## src/hdl/dms_pkg.sv

```systemverilog
// shared types, constants and codes for the decimal machine step block
package dms_pkg;

	localparam int MEM_DEPTH_DEF = 1024;
	localparam int NUM_REGS_DEF  = 4;
	localparam int WORD_BITS_DEF = 32;

	localparam int IN_ADDR_BITS = 10;
	localparam int DATA_BITS    = 32;

	localparam logic [1:0] FUNC_WRITE = 2'd0;
	localparam logic [1:0] FUNC_READ  = 2'd1;
	localparam logic [1:0] FUNC_EXEC  = 2'd2;

	localparam int OP_ADD   = 1;
	localparam int OP_SUB   = 2;
	localparam int OP_MUL   = 3;
	localparam int OP_LOAD  = 4;
	localparam int OP_STORE = 5;
	localparam int OP_DIV   = 8;
	localparam int OP_READN = 9;
	localparam int OP_PRINT = 10;

	typedef enum logic [3:0] {
		ST_IDLE,
		ST_FETCH,
		ST_DECODE,
		ST_OPER,
		ST_OPWAIT,
		ST_EXEC,
		ST_ITER,
		ST_FINISH,
		ST_OUT
	} state_t;

	// controller to datapath
	typedef struct packed {
		logic take_req;
		logic mem_rd_req;
		logic mem_rd_oper;
		logic dec_start;
		logic exec_start;
		logic iter_step;
		logic finish;
		logic result_load;
	} cmd_t;

	// datapath to controller
	typedef struct packed {
		logic is_write;
		logic is_read;
		logic is_exec;
		logic dec_busy;
		logic need_oper;
		logic need_iter;
		logic iter_done;
	} stat_t;

endpackage

```

## src/hdl/dms_ctrl.sv

```systemverilog
// controller state machine sequencing one request at a time
module dms_ctrl (
	input  logic           clk,
	input  logic           arst_n,
	input  logic           in_valid,
	output logic           in_ready,
	output logic           out_valid,
	input  logic           out_ready,
	input  dms_pkg::stat_t stat,
	output dms_pkg::cmd_t  cmd
);
	dms_pkg::state_t state_q, state_nx;

	always_ff @(posedge clk or negedge arst_n) begin
		if (!arst_n) begin
			state_q <= dms_pkg::ST_IDLE;
		end else begin
			state_q <= state_nx;
		end
	end

	always_comb begin
		state_nx = state_q;
		case (state_q)
			dms_pkg::ST_IDLE: begin
				if (in_valid) state_nx = dms_pkg::ST_FETCH;
			end
			dms_pkg::ST_FETCH: begin
				if (stat.is_exec) state_nx = dms_pkg::ST_DECODE;
				else state_nx = dms_pkg::ST_FINISH;
			end
			dms_pkg::ST_DECODE: begin
				if (!stat.dec_busy) state_nx = dms_pkg::ST_OPER;
			end
			dms_pkg::ST_OPER: begin
				if (stat.need_oper) state_nx = dms_pkg::ST_OPWAIT;
				else state_nx = dms_pkg::ST_FINISH;
			end
			dms_pkg::ST_OPWAIT: state_nx = dms_pkg::ST_EXEC;
			dms_pkg::ST_EXEC: begin
				if (stat.need_iter) state_nx = dms_pkg::ST_ITER;
				else state_nx = dms_pkg::ST_FINISH;
			end
			dms_pkg::ST_ITER: begin
				if (stat.iter_done) state_nx = dms_pkg::ST_FINISH;
			end
			dms_pkg::ST_FINISH: state_nx = dms_pkg::ST_OUT;
			dms_pkg::ST_OUT: begin
				if (out_ready) state_nx = dms_pkg::ST_IDLE;
			end
			default: state_nx = dms_pkg::ST_IDLE;
		endcase
	end

	always_comb begin
		cmd       = '0;
		in_ready  = 1'b0;
		out_valid = 1'b0;
		case (state_q)
			dms_pkg::ST_IDLE: begin
				in_ready     = 1'b1;
				cmd.take_req = in_valid;
			end
			dms_pkg::ST_FETCH: begin
				cmd.mem_rd_req = stat.is_exec || stat.is_read;
				cmd.dec_start  = stat.is_exec;
			end
			dms_pkg::ST_DECODE: ;
			dms_pkg::ST_OPER: cmd.mem_rd_oper = stat.need_oper;
			dms_pkg::ST_OPWAIT: ;
			dms_pkg::ST_EXEC: cmd.exec_start = 1'b1;
			dms_pkg::ST_ITER: cmd.iter_step = 1'b1;
			dms_pkg::ST_FINISH: cmd.finish = 1'b1;
			dms_pkg::ST_OUT: out_valid = 1'b1;
			default: ;
		endcase
		cmd.result_load = 1'b0;
	end

	a_out_hold: assert property (@(posedge clk) disable iff (!arst_n)
		(state_q == dms_pkg::ST_OUT && !out_ready) |=> state_q == dms_pkg::ST_OUT)
		else $error("result dropped while stalled");
	a_no_accept_busy: assert property (@(posedge clk) disable iff (!arst_n)
		(state_q != dms_pkg::ST_IDLE) |-> !in_ready)
		else $error("request accepted while busy");
	a_iter_entry: assert property (@(posedge clk) disable iff (!arst_n)
		(state_q == dms_pkg::ST_ITER) |-> ($past(state_q) == dms_pkg::ST_ITER
			|| $past(state_q) == dms_pkg::ST_EXEC))
		else $error("iteration entered without start");
endmodule

```

## config.mk

```make
export PLATFORM = sky130hd
export DESIGN_NAME = dms_ctrl
export DESIGN_NICKNAME = d
export VERILOG_FILES = /design/src/hdl/dms_pkg.sv /design/src/hdl/dms_ctrl.sv
export SDC_FILE = /design/constraint.sdc
export NUM_CORES = 1
export LEC_CHECK = 0
export BUFFER_PORTS_ARGS = -buffer_cell sky130_fd_sc_hd__buf_2
export CAP_MARGIN = 10
export CORE_AREA = 2 2 39 41
export CTS_BUF_LIST = sky130_fd_sc_hd__clkbuf_8 sky130_fd_sc_hd__clkbuf_16
export DETAILED_ROUTE_END_ITERATION = 12
export DIE_AREA = 0 0 41 43
export PLACE_DENSITY = 0.56
export SETUP_SLACK_MARGIN = 0.05
export SYNTH_ARGS = -nofsm -noshare
export SYNTH_HDL_FRONTEND = slang
export SYNTH_SLANG_ARGS = --single-unit
```

## constraint.sdc

```tcl
create_clock -name clk -period 1.39 [get_ports clk]
set_input_delay 0.0695 -clock clk [delete_from_list [all_inputs] [get_ports clk]]
set_output_delay 0.0695 -clock clk [all_outputs]
set_load 0.005 [all_outputs]
```

==> out/qor.yml <==
synth:
  synth-edff-count: 0
  yosysTopAreaCellShare: 0.276
  synth_seq_cells: 4
  syn_inst: 44
  synth.distinct_cells: 24
  synth_nets: 55
  synthTopCellsByArea: "dfrtp_1 28%, nor2_1 8.3%, nand2b_1 6.9%"
  synth_area_per_cell_um2: 8.25
  syn_area_um2: 363
  synth_most_common_cell: "nor2_1"
  seq_area_frac_synth: 0.276
  synth_async_sr_flop_share: 1.00
  yosysWarnings: 0
  synth-main-ff-cell: "dfrtp_1"
  synth_top_cell_by_area: "dfrtp_1"
  synthTopCellsByCount: "8 x nor2_1, 4 x dfrtp_1, 4 x inv_1, 4 x nand2b_1, 3 x buf_4"
grt:
  track_usage: 0.137
  grt_pass1_wl_um: 1550
  grt_pass1_vias: 346
  grt_overflow_total: 0
  grt_antenna_before_repair: 0
  grt_max_degree: 9
worst_setup_path:
  critPathCaptureType: "output port"
  startpoint_type: "register"
  critical_path_required_ps: 1320
  worstSetupPathType: "reg -> out"
  cp_data_arrival_time_ps: 1270
  crit_fanout: 4
drt:
  drt_iter0_drc: 6
  firstDrtPassIters: 3
  drc: 0
  viasPerCell: 4.66
  wl_per_cell_um: 13.4
  wirelength_um: 1250
  final_antenna_net_count: 0
  num_vias: 433
place:
  gp_congestion: 0.727
  placed_area_um2: 462
  io_buffers: 18
  place_hpwl_um: 673
cts:
  cts.sinks: 4
  clock_latency_ps: 220
  cts_inserted_buffers: 3
  cts_tree: "yes"
  htreeDepth: 1
  clk_transition_reported_paths_ps: 30
  clock_tree.root_cell: "clkbuf_8"
  clockBufferDepth: 2
final_layout:
  nets: 90
  top_regs: "state_q (4)"
  diodes: 0
  final_area_um2: 733
  fin_util: 0.530
  top_register: "state_q"
  area_delta_synth_final_pct: 102
  fillCellCount: 125
  largest_reg_flops: 4
  post_route_cells_drive_above_1_share: 0.740
min_path:
  hold_class: "in -> reg"
timing:
  final_max_slew_viol_count: 0
  finalSetupTns_ps: 0
  rsz0062_at_grt: "yes"
  fin_crit_sh: 0.961
  setup_viol: 0
  min_period_ps: 1340
  hold_viol_final: 0
  max_freq_mhz: 748
  clock-skew-final_ps: 2.22
pwr:
  peakVddDrop_uv: 905
  total_power_mw: 1.80
  power_density_nw_per_um2: 2460
  leakage_nw: 0.355
die:
  initial_core_util: 0.262
  die-height_um: 43
  die_x_um: 41
  die_area_um2: 1760
  ios: 21
  core_area_um2: 1380
  rows: 14
job:
  cap_violations: 0
run_status:
  status: "finished, final reports clean"
[routing by layer]
metal	wire (um)	share of wire	global-route usage
met1	497	0.40	0.186
met2	631	0.51	0.172
met3	78	0.063	0.0471
met4	37	0.030	0.100
met5	0	0	0
[final cells by class]
class	instances	area (um^2)	area share
Sequential cell	4	105	0.143
Inverter	4	15.0	0.0205
Multi-Input combinational cell	31	317	0.432
Timing Repair Buffer	35	235	0.321
Clock buffer	3	41.3	0.0563
Tap cell	16	20.0	0.0273
[stage by stage]
step	hold WS [ps]	worst slack, ps	cells
finish	22.5	53.7	93
CTS	23.7	27.2	87
floorplan	-226	223	44
global placement	-126	87.5	77
global route	30.6	-14.0	93
detailed placement	-124	82.6	77
[kinds of logic after synthesis]
family / share of synthesized area
buffers and inverters: 0.155
flip-flops: 0.276
AO/OA/AOI/OAI: 0.207
other: 0.0103
AND/OR/NAND/NOR: 0.352
[what timing repair did]
item | 4_1_cts | 5_1_grt
endpoints found under the setup margin | 8 | 6
hold buffers | 1 | 0
pin swaps | 0 | 5
setup buffers | 6 | 6
endpoints found under the hold margin | 4 | 0
gates resized for setup | 8 | 19
[report_power, final]
part / leakage (nW) / switching, mW / internal, mW
Combinational: 0.290 / 0.566 / 0.678
Sequential: 0.0439 / 0.122 / 0.191
Clock: 0.0216 / 0.0614 / 0.185
Total: 0.355 / 0.750 / 1.05
[final timing paths]
kind	startpoint	to	slack, ps	cells past startpoint
worst max-delay path	state_q[2]$_DFFE_PN0P_	cmd[7]	50	4
worst min-delay path	out_ready	state_q[3]$_DFFE_PN0P_	20	2
worst max register to register	state_q[2]$_DFFE_PN0P_	state_q[0]$_DFFE_PN0P_	80	4
worst min register to register	state_q[3]$_DFFE_PN0P_	state_q[2]$_DFFE_PN0P_	710	2
max in group asynchronous	arst_n	state_q[1]$_DFFE_PN0P_	1070	2
min in group asynchronous	arst_n	state_q[3]$_DFFE_PN0P_	190	2
[cell usage in the layout (no fill, tap or decap)]
cell type	count
and2_1	1
a2111oi_2	1
nand2b_4	3
and2_2	1
a21oi_1	1
nor2_1	7
buf_8	1
nor3_4	1
nor4b_4	1
nand2_1	1
o22ai_1	1
nor3_1	1
nor4_4	2
a211oi_2	1
dfrtp_2	4
buf_6	2
nor2_2	1
nand2b_1	1
nand2_4	1
clkbuf_8	3
inv_1	4
buf_2	18
buf_4	13
dlygate4sd3_1	1
o31ai_2	1
a311oi_1	1
nor4b_2	1
a221oi_2	1
conb_1	1
o311ai_4	1
[worst max-delay path, cell delays in order (launching register included)]
cell     delay, ps
dfrtp_2        420
buf_6          140
nor4_4         240
and2_1         150
buf_2          100
(Power assumes the default switching activity.)
